`src/rtl/core/assert_macros.svh`:
```
// Assertion macros shared by the RTL of the receiver frame decoder.
// No dependencies; included by files that carry concurrent assertions.
`ifndef ASSERT_MACROS_SVH
`define ASSERT_MACROS_SVH
`ifndef SYNTHESIS
// Check that cons holds in the same cycle as ante.
`define ASSERT_IMPL(label, clk, rst_n, ante, cons) \
	label: assert property (@(posedge clk) disable iff (!rst_n) (ante) |-> (cons)) \
		else $error("assertion failed: same-cycle implication");
// Check that cons holds in the cycle after ante.
`define ASSERT_NEXT(label, clk, rst_n, ante, cons) \
	label: assert property (@(posedge clk) disable iff (!rst_n) (ante) |=> (cons)) \
		else $error("assertion failed: next-cycle implication");
`else
`define ASSERT_IMPL(label, clk, rst_n, ante, cons)
`define ASSERT_NEXT(label, clk, rst_n, ante, cons)
`endif
`endif

```
`src/rtl/core/rcfd_pkg.sv`:
```
// Package of the receiver frame decoder: types, register codes and constants.
// No dependencies; imported by every module of the block.
`default_nettype none

package rcfd_pkg;

	// Frame bytes kept in the byte cell chain
	localparam int STORE_DEPTH = 16;

	localparam int CFG_IDX_W  = 8;
	localparam int CFG_DATA_W = 13;

	// Configuration register indexes
	localparam logic [CFG_IDX_W-1:0] CFG_DEADBAND = 8'd0;
	localparam logic [CFG_IDX_W-1:0] CFG_CENTER   = 8'd1;
	localparam logic [CFG_IDX_W-1:0] CFG_LIMIT    = 8'd2;
	localparam logic [CFG_IDX_W-1:0] CFG_FAILSAFE = 8'd3;

	// Register reset values
	localparam logic [9:0]  RST_DEADBAND = 10'd10;
	localparam logic [10:0] RST_CENTER   = 11'd1024;
	localparam logic [12:0] RST_LIMIT    = 13'd8000;
	localparam logic [1:0]  RST_FAILSAFE = 2'd3;

	localparam logic signed [11:0] CH_MAX = 12'sd1023;
	localparam logic signed [11:0] CH_MIN = -12'sd1024;

	typedef struct packed {
		logic [9:0]  deadband;
		logic [10:0] center;
		logic [12:0] limit;
		logic [1:0]  failsafe;
	} rcfd_cfg_t;

	typedef struct packed {
		logic signed [10:0] value;
		logic               bad;
	} rcfd_chan_t;

endpackage

`default_nettype wire

```
`src/rtl/core/rc_receiver_frame_decoder_top.sv`:
```
// Top level of the remote-control receiver frame decoder.
// Depends on rcfd_pkg, rcfd_byte_cell, rcfd_chan_unit and assert_macros.svh.
//
// Input channel (in_valid / in_stall): one transaction carries rx_byte and
// frame_start. frame_start makes the byte position 0 of a new frame. Bytes
// at positions below 16 shift into a chain of 16 byte cells; later bytes
// are only counted. The byte at position FRAME_LEN-1 completes the frame.
// Output channel (out_valid / out_stall): one transaction per completed
// frame with the decoded sticks, switches, mouse, keys and frame_error.
// Config channel (cfg_valid / cfg_ready): cfg_ready is always high; write
// registers only while no frame is in flight. Indexes above 3 are ignored.
// Throughput: one byte per cycle while in_stall is low. The edge that takes
// the last byte loads the capture stage; the decoded frame then goes into
// the output register, where out_valid marks it.
// Reset: byte count and stages clear, registers take their defaults.
// Stall: a waiting result holds; one more completed frame parks in the
// capture stage, after which in_stall rises until the output drains.
`default_nettype none
`include "assert_macros.svh"

module rc_receiver_frame_decoder_top
	import rcfd_pkg::*;
#(
	parameter int FRAME_LEN = 18
) (
	input  wire logic                  clk,
	input  wire logic                  arst_n,
	// input byte channel
	input  wire logic                  in_valid,
	output logic                       in_stall,
	input  wire logic [7:0]            rx_byte,
	input  wire logic                  frame_start,
	// result channel
	output logic                       out_valid,
	input  wire logic                  out_stall,
	output logic signed [10:0]         stick_ch0,
	output logic signed [10:0]         stick_ch1,
	output logic signed [10:0]         stick_ch2,
	output logic signed [10:0]         stick_ch3,
	output logic        [1:0]          switch_left,
	output logic        [1:0]          switch_right,
	output logic signed [15:0]         mouse_dx,
	output logic signed [15:0]         mouse_dy,
	output logic signed [15:0]         mouse_dz,
	output logic        [15:0]         mouse_buttons,
	output logic        [15:0]         key_word,
	output logic                       frame_error,
	// configuration write channel
	input  wire logic                  cfg_valid,
	output logic                       cfg_ready,
	input  wire logic [CFG_IDX_W-1:0]  cfg_index,
	input  wire logic [CFG_DATA_W-1:0] cfg_data
);

	localparam logic [4:0] LAST_POS      = 5'(FRAME_LEN - 1);
	localparam logic [4:0] STORE_LIMIT   = 5'(STORE_DEPTH);
	// With a 16-byte frame the last byte is still in flight at decode time
	localparam bit         LAST_IN_STORE = (FRAME_LEN == STORE_DEPTH);

	rcfd_cfg_t  cfg_q;
	logic [4:0] byte_count_q;
	logic [4:0] pos;
	logic       in_accept;
	logic       frame_done;
	logic       shift_en;

	logic [7:0] cell_q [STORE_DEPTH];
	logic [7:0] frame  [STORE_DEPTH];

	logic       s1_valid_q;
	logic       s1_adv;
	logic [7:0] frame_s1 [STORE_DEPTH];

	rcfd_chan_t chan [4];
	logic [1:0] sw_l;
	logic [1:0] sw_r;
	logic       bad;

	logic              out_valid_q;
	logic signed [10:0] stick_q [4];
	logic [1:0]        switch_left_q;
	logic [1:0]        switch_right_q;
	logic [15:0]       mouse_dx_q;
	logic [15:0]       mouse_dy_q;
	logic [15:0]       mouse_dz_q;
	logic [15:0]       mouse_buttons_q;
	logic [15:0]       key_word_q;
	logic              frame_error_q;

	// ------------------------------------------------------------------
	// Configuration registers
	// ------------------------------------------------------------------
	assign cfg_ready = 1'b1;

	always_ff @(posedge clk or negedge arst_n) begin
		if (!arst_n) begin
			cfg_q.deadband <= RST_DEADBAND;
			cfg_q.center   <= RST_CENTER;
			cfg_q.limit    <= RST_LIMIT;
			cfg_q.failsafe <= RST_FAILSAFE;
		end else if (cfg_valid && cfg_ready) begin
			case (cfg_index)
				CFG_DEADBAND: cfg_q.deadband <= cfg_data[9:0];
				CFG_CENTER:   cfg_q.center   <= cfg_data[10:0];
				CFG_LIMIT:    cfg_q.limit    <= cfg_data[12:0];
				CFG_FAILSAFE: cfg_q.failsafe <= cfg_data[1:0];
				default: ;
			endcase
		end
	end

	// ------------------------------------------------------------------
	// Byte position and input handshake
	// ------------------------------------------------------------------
	// Advance the capture stage when the output register is free or drains
	assign s1_adv     = s1_valid_q && (!out_valid_q || !out_stall);
	assign in_stall   = s1_valid_q && !s1_adv;
	assign in_accept  = in_valid && !in_stall;
	assign pos        = frame_start ? 5'd0 : byte_count_q;
	assign frame_done = in_accept && (pos == LAST_POS);
	assign shift_en   = in_accept && (pos < STORE_LIMIT);

	always_ff @(posedge clk or negedge arst_n) begin
		if (!arst_n) begin
			byte_count_q <= 5'd0;
		end else if (in_accept) begin
			// return to position 0 after the last byte, else count on
			byte_count_q <= (pos == LAST_POS) ? 5'd0 : pos + 5'd1;
		end
	end

	// ------------------------------------------------------------------
	// Byte cell chain: newest byte in cell 0, oldest in the last cell
	// ------------------------------------------------------------------
	for (genvar i = 0; i < STORE_DEPTH; i++) begin : g_cell
		logic [7:0] cell_d;
		if (i == 0) begin : g_head
			assign cell_d = rx_byte;
		end else begin : g_link
			assign cell_d = cell_q[i-1];
		end
		rcfd_byte_cell u_cell (
			.clk      (clk),
			.shift_en (shift_en),
			.d        (cell_d),
			.q        (cell_q[i])
		);
	end

	// Map chain cells to frame byte order at the decode point
	always_comb begin
		for (int k = 0; k < STORE_DEPTH - 1; k++) begin
			frame[k] = LAST_IN_STORE ? cell_q[STORE_DEPTH-2-k] : cell_q[STORE_DEPTH-1-k];
		end
		frame[STORE_DEPTH-1] = LAST_IN_STORE ? rx_byte : cell_q[0];
	end

	// ------------------------------------------------------------------
	// Capture stage: hold the completed frame
	// ------------------------------------------------------------------
	always_ff @(posedge clk or negedge arst_n) begin
		if (!arst_n) begin
			s1_valid_q <= 1'b0;
		end else if (frame_done) begin
			s1_valid_q <= 1'b1;
		end else if (s1_adv) begin
			s1_valid_q <= 1'b0;
		end
	end

	always_ff @(posedge clk) begin
		if (frame_done) begin
			frame_s1 <= frame;
		end
	end

	// ------------------------------------------------------------------
	// Decode: unpack the channels and check the frame
	// ------------------------------------------------------------------
	rcfd_chan_unit u_ch0 (
		.raw ({frame_s1[1][2:0], frame_s1[0]}),
		.cfg (cfg_q),
		.res (chan[0])
	);
	rcfd_chan_unit u_ch1 (
		.raw ({frame_s1[2][5:0], frame_s1[1][7:3]}),
		.cfg (cfg_q),
		.res (chan[1])
	);
	rcfd_chan_unit u_ch2 (
		.raw ({frame_s1[4][0], frame_s1[3], frame_s1[2][7:6]}),
		.cfg (cfg_q),
		.res (chan[2])
	);
	rcfd_chan_unit u_ch3 (
		.raw ({frame_s1[5][3:0], frame_s1[4][7:1]}),
		.cfg (cfg_q),
		.res (chan[3])
	);

	assign sw_l = frame_s1[5][7:6];
	assign sw_r = frame_s1[5][5:4];
	assign bad  = chan[0].bad || chan[1].bad || chan[2].bad || chan[3].bad ||
		(sw_l == 2'd0) || (sw_r == 2'd0);

	// ------------------------------------------------------------------
	// Output register
	// ------------------------------------------------------------------
	always_ff @(posedge clk or negedge arst_n) begin
		if (!arst_n) begin
			out_valid_q <= 1'b0;
		end else if (s1_adv) begin
			out_valid_q <= 1'b1;
		end else if (!out_stall) begin
			out_valid_q <= 1'b0;
		end
	end

	always_ff @(posedge clk) begin
		if (s1_adv) begin
			if (bad) begin
				// substitute the fail-safe frame
				for (int c = 0; c < 4; c++) begin
					stick_q[c] <= 11'sd0;
				end
				switch_left_q   <= cfg_q.failsafe;
				switch_right_q  <= cfg_q.failsafe;
				mouse_dx_q      <= 16'd0;
				mouse_dy_q      <= 16'd0;
				mouse_dz_q      <= 16'd0;
				mouse_buttons_q <= 16'd0;
				key_word_q      <= 16'd0;
				frame_error_q   <= 1'b1;
			end else begin
				for (int c = 0; c < 4; c++) begin
					stick_q[c] <= chan[c].value;
				end
				switch_left_q   <= sw_l;
				switch_right_q  <= sw_r;
				mouse_dx_q      <= {frame_s1[7], frame_s1[6]};
				mouse_dy_q      <= {frame_s1[9], frame_s1[8]};
				mouse_dz_q      <= {frame_s1[11], frame_s1[10]};
				mouse_buttons_q <= {frame_s1[13], frame_s1[12]};
				key_word_q      <= {frame_s1[15], frame_s1[14]};
				frame_error_q   <= 1'b0;
			end
		end
	end

	assign out_valid     = out_valid_q;
	assign stick_ch0     = stick_q[0];
	assign stick_ch1     = stick_q[1];
	assign stick_ch2     = stick_q[2];
	assign stick_ch3     = stick_q[3];
	assign switch_left   = switch_left_q;
	assign switch_right  = switch_right_q;
	assign mouse_dx      = $signed(mouse_dx_q);
	assign mouse_dy      = $signed(mouse_dy_q);
	assign mouse_dz      = $signed(mouse_dz_q);
	assign mouse_buttons = mouse_buttons_q;
	assign key_word      = key_word_q;
	assign frame_error   = frame_error_q;

	// ------------------------------------------------------------------
	// Assertions
	// ------------------------------------------------------------------
	// A fail-safe result carries zeroed channels, mouse buttons and keys
	`ASSERT_IMPL(a_failsafe_zero, clk, arst_n, out_valid && frame_error, stick_ch0 == 11'sd0 && stick_ch1 == 11'sd0 && stick_ch2 == 11'sd0 && stick_ch3 == 11'sd0 && mouse_buttons == 16'd0 && key_word == 16'd0)
	// Stall only while a completed frame is parked in the capture stage
	`ASSERT_IMPL(a_stall_cause, clk, arst_n, in_stall, s1_valid_q && out_valid_q && out_stall)
	// The last byte of a frame fills the capture stage
	`ASSERT_NEXT(a_capture, clk, arst_n, frame_done, s1_valid_q)
	// A start marker restarts the count at the next position
	`ASSERT_NEXT(a_restart, clk, arst_n, in_accept && frame_start, byte_count_q == 5'd1)

endmodule

`default_nettype wire

```
`src/rtl/core/rcfd_byte_cell.sv`:
```
// One byte cell of the frame store chain: loads its left neighbor's byte.
// Depends on rcfd_pkg only; chained by the top level.
`default_nettype none

module rcfd_byte_cell
	import rcfd_pkg::*;
(
	input  wire logic       clk,
	input  wire logic       shift_en,
	input  wire logic [7:0] d,
	output logic      [7:0] q
);

	logic [7:0] byte_q;

	always_ff @(posedge clk) begin
		if (shift_en) begin
			byte_q <= d;
		end
	end

	assign q = byte_q;

endmodule

`default_nettype wire

```
`src/rtl/core/rcfd_chan_unit.sv`:
```
// Stick channel unit: centre, deadband, limit check and saturation.
// Depends on rcfd_pkg for the config and channel result structs.
`default_nettype none

module rcfd_chan_unit
	import rcfd_pkg::*;
(
	input  wire logic [10:0] raw,
	input  wire rcfd_cfg_t   cfg,
	output rcfd_chan_t       res
);

	logic signed [11:0] diff;
	logic        [10:0] mag;
	logic        [10:0] mag_eff;
	logic               in_db;

	always_comb begin
		diff    = $signed({1'b0, raw}) - $signed({1'b0, cfg.center});
		mag     = diff[11] ? 11'(-diff) : diff[10:0];
		in_db   = mag < {1'b0, cfg.deadband};
		mag_eff = in_db ? 11'd0 : mag;
		res.bad = {2'b00, mag_eff} > cfg.limit;
		// saturate the centred value to the 11-bit output range
		if (in_db) begin
			res.value = 11'sd0;
		end else if (diff > CH_MAX) begin
			res.value = CH_MAX[10:0];
		end else if (diff < CH_MIN) begin
			res.value = CH_MIN[10:0];
		end else begin
			res.value = diff[10:0];
		end
	end

endmodule

`default_nettype wire
```
`config.mk`:
```
export PLATFORM = sky130hd
export DESIGN_NAME = rc_receiver_frame_decoder_top
export DESIGN_NICKNAME = d
export VERILOG_FILES = /design/src/rtl/core/rcfd_pkg.sv /design/src/rtl/core/rc_receiver_frame_decoder_top.sv /design/src/rtl/core/rcfd_byte_cell.sv /design/src/rtl/core/rcfd_chan_unit.sv
export VERILOG_INCLUDE_DIRS = /design/src /design/src/rtl/core
export SDC_FILE = /design/constraint.sdc
export NUM_CORES = 1
export LEC_CHECK = 0
export ABC_CLOCK_PERIOD_IN_PS = 12980
export BUFFER_PORTS_ARGS = -buffer_cell sky130_fd_sc_hd__buf_2
export CAP_MARGIN = 20
export CORE_MARGIN = 2
export CORE_UTILIZATION = 40
export CTS_CLUSTER_DIAMETER = 120
export DETAILED_ROUTE_END_ITERATION = 10
export PLACE_DENSITY = 0.63
export REMOVE_ABC_BUFFERS = 1
export SLEW_MARGIN = 20
export SYNTH_ARGS = -nofsm -noshare
export SYNTH_HDL_FRONTEND = slang
export SYNTH_SLANG_ARGS = --single-unit
```
`constraint.sdc`:
```
create_clock -name clk -period 12.98 [get_ports clk]
set_input_delay 1.298 -clock clk [delete_from_list [all_inputs] [get_ports clk]]
set_output_delay 1.298 -clock clk [all_outputs]
set_load 0.03 [all_outputs]
```
Yosys cells after proc, flatten, opt, wreduce, memory -nomap -nowiden
Memories as Yosys holds them, arrays and structs flattened. Cells that the tools add are included.

Register bits after elaboration: 384. Memory bits (writable): 44. Input bits: 35. Output and inout port bits: 132. Word-level logic and storage cells: 144. Memories kept: 1.

Add/sub/neg operators: 9. $lt $le $gt $ge: 17. Equal/unequal tests: 5. Mux-type cells: 38. Bitwise gates (word level): 4. Reduce and logical (&&, ||, !) cells: 23.

Memories: stick_q (words 4, bits a word 11, rd ports 4, clocked after Yosys merged registers in 0, wr ports 4, line rc_receiver_frame_decoder_top.sv:80) `logic signed [10:0] stick_q [4];`.

Operator list (count): $mux W11 (24); $gt A11 B13 Y1 (4); $gt A12 B11 Y1 const B (4); $lt A12 B11 Y1 const B (4); $sub A11 B11 Y12 (4); $lt A11 B10 Y1 (4); $neg A11 Y11 (4); $eq A8 B2 Y1 const B (2); $mux W1 (10); $mux W5 (2); $eq A8 B1 Y1 const B (1); $logic_not A8 Y1 (1); $reduce_and A2 Y1 (4); $logic_or A1 B1 Y1 (6); $add A5 B1 Y5 const B (1); $eq A5 B5 Y1 const B (1); $logic_and A1 B1 Y1 (5); $lt A5 B5 Y1 const B (1); $logic_not A1 Y1 (4); $logic_not A2 Y1 (2); $mux W2 (2); $or A1 B1 Y1 (4); $ne A2 B1 Y1 const B (1); $reduce_bool A2 Y1 (1).

Logic depth before layout (Yosys ltp)
Gate-level depths: netlist of run 1.

Word-level depth: 15. Mapped depth: 31.

By module
From an unflattened synthesis of run 1, not the netlist that was laid out.

Cell total of the unflattened synthesis: 1644. Area, all modules: 21211.6 µm².

By module, submodules not included: rc_receiver_frame_decoder_top (times used 1, cells each 538, area an instance 10535.1 µm²); rcfd_byte_cell (times used 16, cells each 8, area an instance 240.2 µm²); rcfd_chan_unit (u_ch3) (times used 1, cells each 248, area an instance 1769.2 µm²); rcfd_chan_unit (u_ch1) (times used 1, cells each 248, area an instance 1715.4 µm²); rcfd_chan_unit (u_ch2) (times used 1, cells each 250, area an instance 1687.9 µm²); rcfd_chan_unit (u_ch0) (times used 1, cells each 232, area an instance 1660.3 µm²).

Worst setup path after synthesis of run 1
No wires, ideal clock.

Path type: input-to-reg. From: input out_stall. To: memory stick_q[3][0], data pin. Library setup time: 155 ps. Arrival: 8830 ps. Data required time: 12825 ps. Slack: 3994 ps. Stages on the path: 4. Path through: a21boi_0 > nor4b_1 > nand3_1 > a21oi_1.

RTL lines: start, declared (line rc_receiver_frame_decoder_top.sv:35) `input wire logic out_stall,`; end, declared (line rc_receiver_frame_decoder_top.sv:80).

==> flow_metrics.py, run 1 <==
metrics = {
    "floorplanning": {
        "die_h_um": 226,
        "core_area_um2": 48700,
        "die-area_um2": 51100,
        "die_w_um": 226,
        "io_pins": 167,
        "start_util_pct": 40.4,
        "fp-row-count": 81,
    },
    "finish": {
        "multi_input_area_um2": 6700,
        "layout.area.seq_um2": 12700,
        "diodes": 0,
        "layout-drive-gt1-share_pct": 19.1,
        "fillers": 4340,
        "final_nets": 1777,
        "syn2layout_area_growth_pct": 16.3,
    },
    "critical_path": {
        "cp.arrival_ps": 8850,
        "crit_required_ps": 13390,
        "start_kind": "register",
        "critical_path.endpoint_type": "register",
        "path_max_fanout": 86,
        "path_class": "reg2reg",
    },
    "route": {
        "vias_per_cell": 5.12,
        "via_count": 11800,
        "drc": 0,
        "avgRoutedWirePerCell_um": 19.6,
        "drt_wl_total_um": 45300,
        "dr.pass1.iters": 5,
        "antenna_left": 0,
        "dr.first_iter.drc_count": 892,
    },
    "grt": {
        "grt_max_degree": 87,
        "grt_pass1_vias": 11800,
        "grt_antenna_before_repair": 0,
        "grt_use_total_pct": 17.8,
        "gr-total-overflow": 0,
        "grt_pass1_wl_um": 68500,
    },
    "timing": {
        "fmax_mhz": 118,
        "fin_setup_tns_ps": 0,
        "timing.final.ws_setup_ps": 4540,
        "max_slew_margin_pct": 26.8,
        "hold_viol_final": 0,
        "finClkSkew_ps": 31.0,
        "final-setup-viol-count": 0,
        "rsz0062_at_grt": "no",
        "slew_viol_final": 0,
        "period_minus_slack_ps": 8440,
        "worst_pin_slew_ps": 1100,
        "period_share_pct": 65.1,
        "whs_ps": 403,
    },
    "clock_tree": {
        "htree_num_levels": 2,
        "cts_tree": "done",
        "cts-buffers-inserted": 45,
        "cts_resized": 0,
        "cts.clk_slew.worst_paths_ps": 70,
        "post_cts_buffers": 0,
        "cts-root-buf": "clkbuf_16",
        "clockBufferDepth": 3,
        "clock_sinks": 428,
        "hold_buffers": 0,
        "clock_latency_ps": 590,
    },
    "power": {
        "ir_worst_vdd_mv": 0.106,
        "powerDensity_nw_per_um2": 141,
        "leakage_uw": 0.00867,
    },
    "synth": {
        "ys_seq_elements": 428,
        "syn_avg_cell_area_um2": 13.9,
        "synth-main-ff-cell": "edfxtp_1",
        "synth.distinct_cells": 87,
        "yosys.area.top_type_share_pct": 58.7,
        "synth_most_common_cell": "edfxtp_1",
        "synth_seq_area_share_pct": 64.2,
        "synthCells": 1413,
        "synth.area.top_cells": "edfxtp_1, ha_1, dfrtp_1, and2_1, a21oi_1",
        "synth_edf_count": 385,
        "synth_top_cell_by_area": "edfxtp_1",
        "yosysWarningCount": 0,
        "synthTopCellsByCount": "edfxtp_1, ha_1, and2_1, a21oi_1, inv_1",
        "ys_async_sr_fraction_pct": 10.0,
        "syn_area_um2": 19700,
    },
    "outcome": {
        "status": "finished, final reports clean",
    },
    "placed_design": {
        "numPortBuffers": 165,
        "place_congestion": 0.946,
        "hpwl_um": 32400,
        "place_ws_ps": 4460,
    },
    "worst_hold_path": {
        "hold_path_class": "reg2reg",
    },
    "run": {
        "timing.max_cap.violations": 0,
    },
}
-- kinds of logic (layout without fill, tap and decap cells) --
group	count (synthesis)	after routing	synth area share, %
AOI/OAI and AO/OA	298	298	10.1
xor gates and xnor gates	62	62	2.76
adders and majority gates	140	140	8.98
buffers and inverters	102	331	2.08
DFF	428	428	64.2
muxes	37	37	2.10
other	1	1	0.0190
and+or+nand+nor	345	345	9.75
-- flip-flops by register name, indices dropped and copies added, names as in the netlist, 2 cells and up --
name,count
byte_count_q,5
cfg_q,36
frame_s1,128
g_cell.u_cell.q,128
key_word,16
mouse_buttons,16
mouse_dx,16
mouse_dy,16
mouse_dz,16
stick_q,44
switch_left,2
switch_right,2
-- per-stage QoR --
stage / util [%] / instance area (µm²) / total power (µW) / instances
3_5_place_dp: 43.8 / 21300 / 1910 / 2223
6_report: 47.0 / 22900 / 3240 / 2306
2_1_floorplan: - / 19600 / 1810 / 1386
3_3_place_gp: 43.8 / 21300 / 1900 / 2223
4_1_cts: 47.0 / 22900 / 3270 / 2305
5_1_grt: 47.0 / 22900 / 3360 / 2306
-- worst max-delay path: stages, from the launching register on --
cell	delay (ps)
dfrtp_1	470
ha_1	210
inv_1	50
fa_1	410
a21o_1	210
a21oi_1	270
xor2_1	280
o221ai_1	300
or4b_4	570
o21ai_0	230
xnor2_1	120
ha_1	200
or4_1	510
o22ai_1	220
o211ai_1	150
nor2_1	670
nor2b_1	140
ha_1	320
nor2b_1	130
o211ai_1	180
a21oi_1	100
a2111oi_0	380
o21ai_0	250
nor3_2	150
buf_4	610
nand2_1	610
a211oi_1	410
-- power by group --
group / internal, µW / leakage [µW] / total [µW] / switching [µW]
logic: 126 / 0.00382 / 323 / 197
registers: 1540 / 0.00410 / 1560 / 18.2
clock network: 824 / 0.000750 / 1360 / 535
total: 2490 / 0.00867 / 3240 / 750
-- routing by layer --
layer / track usage, % / up-vias / routed length, µm
met5: 0 / - / 0
met4: 7.01 / 0 / 1500
met3: 4.89 / 85 / 3210
met2: 28.5 / 284 / 20900
met1: 23.1 / 5733 / 19700
li1: - / 5704 / -
-- final timing paths --
kind / startpoint / end / slack (ps) / depth (start not counted)
max: cfg_q[15] / stick_q[2][10] / 4540 / 26
min reg2reg: g_cell[15].u_cell.q[7] / frame_s1[127] / 400 / 0
max in group asynchronous: arst_n / cfg_q[1] / 11830 / 2
max reg2reg: cfg_q[15] / stick_q[2][10] / 4540 / 26
min in group asynchronous: arst_n / cfg_q[5] / 610 / 1
min: g_cell[15].u_cell.q[7] / frame_s1[127] / 400 / 0
-- layout by cell type, fill, tap and decap left out, drive strengths merged, types with 37 or more instances in the layout --
cell and n:
o21ai 58, a21oi 85, and2 89, ha 131, edfxtp 385, nand2 55, buf 174, inv 78
xnor2 45, nor2b 37, clkbuf 57, nor2 50
-- cell type report --
class,count,share of cell area [%]
Inverter,75,1.23
Timing Repair Buffer,174,3.95
Tap cell,664,3.62
Multi-Input combinational cell,883,29.2
Sequential cell,428,55.2
Clock inverter,25,1.68
Clock buffer,57,5.11
No activity file was read; power rests on OpenSTA's default activity.
==> inputs of run 2 (changes only) <==
--- a/config.mk
+++ b/config.mk
@@ -6,7 +6,7 @@
 export SDC_FILE = /design/constraint.sdc
 export NUM_CORES = 1
 export LEC_CHECK = 0
-export ABC_CLOCK_PERIOD_IN_PS = 12980
+export ABC_CLOCK_PERIOD_IN_PS = 8200
 export BUFFER_PORTS_ARGS = -buffer_cell sky130_fd_sc_hd__buf_2
 export CAP_MARGIN = 20
 export CORE_MARGIN = 2
==> constraint.sdc (replaced) <==
create_clock -name clk -period 8.2 [get_ports clk]
set_input_delay 0.82 -clock clk [delete_from_list [all_inputs] [get_ports clk]]
set_output_delay 0.82 -clock clk [all_outputs]
set_load 0.03 [all_outputs]
==> flow_metrics.py, run 2 (synthesis gave the netlist of run 1 again) <==
metrics = {
    "route": {
        "drc": 0,
        "avgRoutedWirePerCell_um": 19.7,
        "dr.pass1.iters": 5,
        "vias_per_cell": 5.12,
        "antenna_left": 0,
        "via_count": 11900,
        "drt_wl_total_um": 45700,
        "dr.first_iter.drc_count": 853,
    },
    "grt": {
        "grt_pass1_vias": 11700,
        "grt_pass1_wl_um": 68800,
        "grt_antenna_before_repair": 0,
        "grt.busiest_layer": "met2",
        "gr-total-overflow": 0,
        "grt_use_met3_pct": 5.40,
        "grtUsageMet1_pct": 22.9,
        "use_met2_pct": 28.8,
        "grt_max_degree": 82,
        "grt_use_total_pct": 18.0,
    },
    "power": {
        "ir_worst_vdd_mv": 0.259,
        "p_sw_uw": 1210,
        "swShare_pct": 23.1,
        "pwr-share-seq_pct": 47.2,
        "powerDensity_nw_per_um2": 226,
        "comb_power_share_pct": 9.9,
        "leakage_uw": 0.00875,
        "pwr-share-clk_pct": 42.9,
        "p_int_uw": 4010,
    },
    "timing": {
        "period_minus_slack_ps": 7340,
        "hold_viol_final": 0,
        "fin_setup_tns_ps": 0,
        "fmax_mhz": 136,
        "worst_pin_slew_ps": 1030,
        "max_slew_margin_pct": 31.4,
        "final-setup-viol-count": 0,
        "slew_viol_final": 0,
        "period_share_pct": 89.5,
        "rsz0062_at_grt": "no",
        "finClkSkew_ps": 15.0,
    },
    "clock_tree": {
        "hold_buffers": 0,
        "cts.clk_slew.worst_paths_ps": 60,
        "cts-root-buf": "clkbuf_16",
        "cts_resized": 0,
        "cts_tree": "done",
        "clockBufferDepth": 3,
        "cts-buffers-inserted": 45,
        "clock_sinks": 428,
        "post_cts_buffers": 0,
        "htree_num_levels": 2,
        "clock_latency_ps": 580,
    },
    "floorplanning": {
        "die-area_um2": 51100,
        "die_w_um": 226,
        "fp-row-count": 81,
        "die_h_um": 226,
        "start_util_pct": 40.4,
        "io_pins": 167,
        "core_area_um2": 48700,
    },
    "finish": {
        "final_core_util_pct": 47.4,
        "mostFrequentLayoutCell": "edfxtp_1",
        "syn2layout_area_growth_pct": 17.1,
        "layout-drive-gt1-share_pct": 20.0,
        "mostFrequentLayoutCells": "edfxtp_1, buf_2, ha_1",
        "final_nets": 1788,
        "stdcell_area_um2": 23100,
        "diodes": 0,
    },
    "critical_path": {
        "slowest_delay_ps": 580,
        "path_max_fanout": 81,
        "cp_common_cell": "o21ai_0",
        "path_class": "reg2reg",
        "crit_required_ps": 8520,
        "timing.critical_path.buf_inv": 5,
        "crit_slowest_cell": "mux2i_2",
        "cp.arrival_ps": 7660,
        "critical_path.endpoint_type": "register",
        "start_kind": "register",
        "crit_family": "compound AO/OA/AOI/OAI gates",
    },
    "placed_design": {
        "hpwl_um": 32500,
        "numPortBuffers": 165,
        "placed_cell_area_um2": 21400,
        "place_congestion": 0.908,
    },
    "worst_hold_path": {
        "hold_path_class": "in2async",
    },
    "outcome": {
        "status": "finished, final reports clean",
    },
    "run": {
        "timing.max_cap.violations": 0,
    },
}
-- run 2: cell types whose count changed in the layout (fill, tap and decap cells not counted), moves of 2 or more --
cell        delta
buf_4         +12
bufinv_16      +2
clkbuf_1       -4
clkinvlp_4     +2
-- run 2: cell type report --
cell class,instances,area [µm²]
clock buffer,54,1170
timing repair buffer,185,991
inverter,75,282
tap,664,831
multi-input combinational,883,6700
clock inverter,29,467
sequential,428,12700
fill,4310,25700
-- run 2: through the flow --
stage	worst slack (ps)	total power [µW]	hold WS [ps]	instances
floorplan	-1700	2860	400	1386
finish	862	5220	241	2318
detailed placement	1000	3020	405	2235
global placement	1040	3010	404	2235
global route	189	5430	250	2318
CTS	974	5280	362	2318
-- run 2: worst reg2reg max path: cells and delay by family (launching register included) --
family | cells | cell delay, ps
multiplexers | 1 | 580
XOR/XNOR | 2 | 570
buffers and inverters | 5 | 770
AND/OR/NAND/NOR | 4 | 670
adder cells (fa/ha/maj) | 4 | 1140
AO/OA/AOI/OAI | 12 | 2880
flip-flops | 1 | 480
-- run 2: routing by layer --
metal  vias to the layer above  part of all wire [%]
met5                         -                     0
met4                         0                   3.4
met3                        93                   7.4
met2                       326                    46
met1                      5723                    43
li1                       5729                     -
-- run 2: power groups by stage --
stage	clock (µW)	combinational (µW)	sequential (µW)
global placement	0	504	2510
finish	2240	518	2460
floorplan	0	361	2500
global route	2380	580	2470
CTS	2300	518	2460
detailed placement	0	515	2510
-- run 2: path summary, 6_finish.rpt --
path	end	startpoint	cells after the start	slack [ps]
max	frame_error	cfg_q[15]	28	860
min	cfg_q[32]	arst_n	1	240
max reg2reg	frame_error	cfg_q[15]	28	860
min reg2reg	frame_s1[127]	g_cell[15].u_cell.q[7]	0	420
max in group asynchronous	byte_count_q[2]	arst_n	1	7560
min in group clk	g_cell[0].u_cell.q[3]	rx_byte[3]	1	410
==> inputs of run 3 (changes only) <==
--- a/config.mk
+++ b/config.mk
@@ -6,6 +6,7 @@
 export SDC_FILE = /design/constraint.sdc
 export NUM_CORES = 1
 export LEC_CHECK = 0
+export ABC_AREA = 1
 export ABC_CLOCK_PERIOD_IN_PS = 8200
 export BUFFER_PORTS_ARGS = -buffer_cell sky130_fd_sc_hd__buf_2
 export CAP_MARGIN = 20
==> flow_metrics.py, run 3 <==
metrics = {
    "clock_tree": {
        "clockBufferDepth": 3,
        "clock_latency_ps": 590,
        "htree_num_levels": 2,
        "cts-buffers-inserted": 45,
        "cts.clk_slew.worst_paths_ps": 70,
        "cts_tree": "done",
        "hold_buffers": 0,
        "cts_resized": 0,
        "clock_sinks": 428,
        "post_cts_buffers": 0,
        "cts-root-buf": "clkbuf_16",
    },
    "critical_path": {
        "slowest_delay_ps": 540,
        "rr_worst_depth": 34,
        "path_max_fanout": 87,
        "cp_common_cell": "nand2_1",
        "r2r_start": "cfg_q[19]",
        "start_kind": "register",
        "path_class": "reg2reg",
        "crit_required_ps": 8490,
        "crit_family": "simple AND/OR/NAND/NOR gates",
        "cp.arrival_ps": 6700,
        "critical_path.endpoint_type": "register",
        "rr_endpoint": "switch_left[0]",
        "timing.critical_path.buf_inv": 6,
        "reg2reg_slack_ps": 1790,
        "crit_slowest_cell": "and3_1",
    },
    "placed_design": {
        "place_congestion": 0.922,
        "numPortBuffers": 165,
        "place_ws_ps": 1770,
        "hpwl_um": 32700,
    },
    "timing": {
        "fin_setup_tns_ps": 0,
        "worst_pin_slew_ps": 960,
        "rsz0062_at_grt": "no",
        "whs_ps": 232,
        "period_minus_slack_ps": 6410,
        "slew_viol_final": 0,
        "timing.final.ws_setup_ps": 1790,
        "finClkSkew_ps": 21.8,
        "max_slew_margin_pct": 36.0,
        "fmax_mhz": 156,
        "final-setup-viol-count": 0,
        "period_share_pct": 78.1,
        "hold_viol_final": 0,
    },
    "synth": {
        "syn_area_um2": 20300,
        "syn_avg_cell_area_um2": 11.0,
        "synth_most_common_cell": "edfxtp_1",
        "ys_seq_elements": 428,
        "synth_seq_area_share_pct": 62.4,
        "ys_async_sr_fraction_pct": 10.0,
        "synth_edf_count": 385,
        "synth.distinct_cells": 48,
        "synthCells": 1842,
        "synthTopCellsByCount": "edfxtp_1, nand2_1, inv_1, nor2_1, ha_1",
        "yosys.area.top_type_share_pct": 57.0,
        "synth-main-ff-cell": "edfxtp_1",
        "synth_top_cell_by_area": "edfxtp_1",
        "synth.area.top_cells": "edfxtp_1, ha_1, nand2_1, inv_1, dfrtp_1",
        "yosysWarningCount": 0,
    },
    "power": {
        "powerDensity_nw_per_um2": 208,
        "ir_worst_vdd_mv": 0.171,
        "leakage_uw": 0.00972,
        "finalPower_uw": 4830,
    },
    "finish": {
        "fillers": 4745,
        "final_nets": 2201,
        "final_core_util_pct": 46.3,
        "syn2layout_area_growth_pct": 14.4,
        "layout-drive-gt1-share_pct": 15.8,
        "mostFrequentLayoutCell": "edfxtp_1",
        "diodes": 0,
        "mostFrequentLayoutCells": "edfxtp_1, nand2_1, inv_1",
    },
    "floorplanning": {
        "start_util_pct": 40.5,
        "die_h_um": 229,
        "fp-row-count": 82,
        "io_pins": 167,
        "die_w_um": 229,
        "core_area_um2": 50100,
        "die-area_um2": 52500,
    },
    "grt": {
        "grt_max_degree": 88,
        "grt_use_total_pct": 17.2,
        "grt_pass1_wl_um": 70200,
        "gr-total-overflow": 0,
        "grt_pass1_vias": 12800,
        "grt_antenna_before_repair": 0,
    },
    "route": {
        "dr.pass1.iters": 5,
        "antenna_left": 0,
        "drc": 0,
        "vias_per_cell": 4.82,
        "avgRoutedWirePerCell_um": 16.5,
        "dr.first_iter.drc_count": 942,
        "via_count": 13200,
        "drt_wl_total_um": 45100,
    },
    "worst_hold_path": {
        "hold_path_class": "in2async",
    },
    "outcome": {
        "status": "finished, final reports clean",
    },
    "run": {
        "timing.max_cap.violations": 0,
    },
}
==> run 3: changes by cell type after synthesis, sizes merged, moves of 43 or more <==
cell | previous run | this run
o21ai | 58 | 101
and2 | 89 | 3
inv | 74 | 308
nand2 | 55 | 336
nor2 | 50 | 217
nand3 | 22 | 74
==> run 3: worst reg2reg max path: cells and delay by family, from the launching register on <==
kind,cells,cell delay (ps)
simple gates,17,2590
buf+inv,6,1060
compound gates,7,1110
xor+xnor,1,200
flops,1,380
fa+ha+maj,3,800
==> run 3: how the worst max path moves through the flow <==
stage	endpoint	cells past startpoint	slack [ps]	start
after floorplan	frame_s1[0]	5	980	out_stall
after global placement	switch_right[0]	33	1800	cfg_q[19]
after detailed placement	switch_right[1]	33	1770	cfg_q[19]
after CTS	switch_left[1]	33	1730	cfg_q[16]
after global routing	switch_right[0]	32	1190	cfg_q[16]
final	switch_left[0]	34	1790	cfg_q[19]
==> run 3: report_power, final <==
| part | internal (µW) | switching, µW | total [µW] | leakage, µW |
|---|---|---|---|---|
| combinational | 164 | 310 | 475 | 0.00502 |
| sequential | 2430 | 24.6 | 2450 | 0.00405 |
| clock | 1030 | 880 | 1910 | 0.000657 |
| total | 3620 | 1210 | 4830 | 0.00972 |
==> run 3: cell families after synthesis <==
| logic type | synth area share [%] |
|---|---|
| simple gates | 14.9 |
| other cells | 0.0185 |
| fa+ha+maj | 8.48 |
| buf+inv | 6.80 |
| compound gates | 5.46 |
| flops | 62.4 |
| xor+xnor | 1.93 |
==> run 3: per-stage QoR <==
stage | instances | instance area (µm²)
finish | 2737 | 23200
detailed placement | 2656 | 21800
floorplan | 1812 | 20000
CTS | 2737 | 23200
global route | 2737 | 23200
global placement | 2656 | 21800
==> run 3: final cells by class <==
class | count | area (µm²) | area share (%)
repair buffers | 172 | 881 | 3.80
clock buffers | 52 | 1150 | 4.97
well taps | 672 | 841 | 3.63
flip-flops and latches | 428 | 12700 | 54.6
multi-input cells | 1076 | 6280 | 27.1
clock inverters | 29 | 224 | 0.966
inverters | 308 | 1160 | 4.99
==> run 3: layer usage <==
| layer | up-vias | wire [µm] | GRT usage (%) |
|---|---|---|---|
| li1 | 6540 | - | - |
| met4 | 0 | 1270 | 5.58 |
| met5 | - | 0 | 0 |
| met1 | 6240 | 20200 | 23.1 |
| met3 | 67 | 3350 | 4.87 |
| met2 | 337 | 20300 | 26.9 |
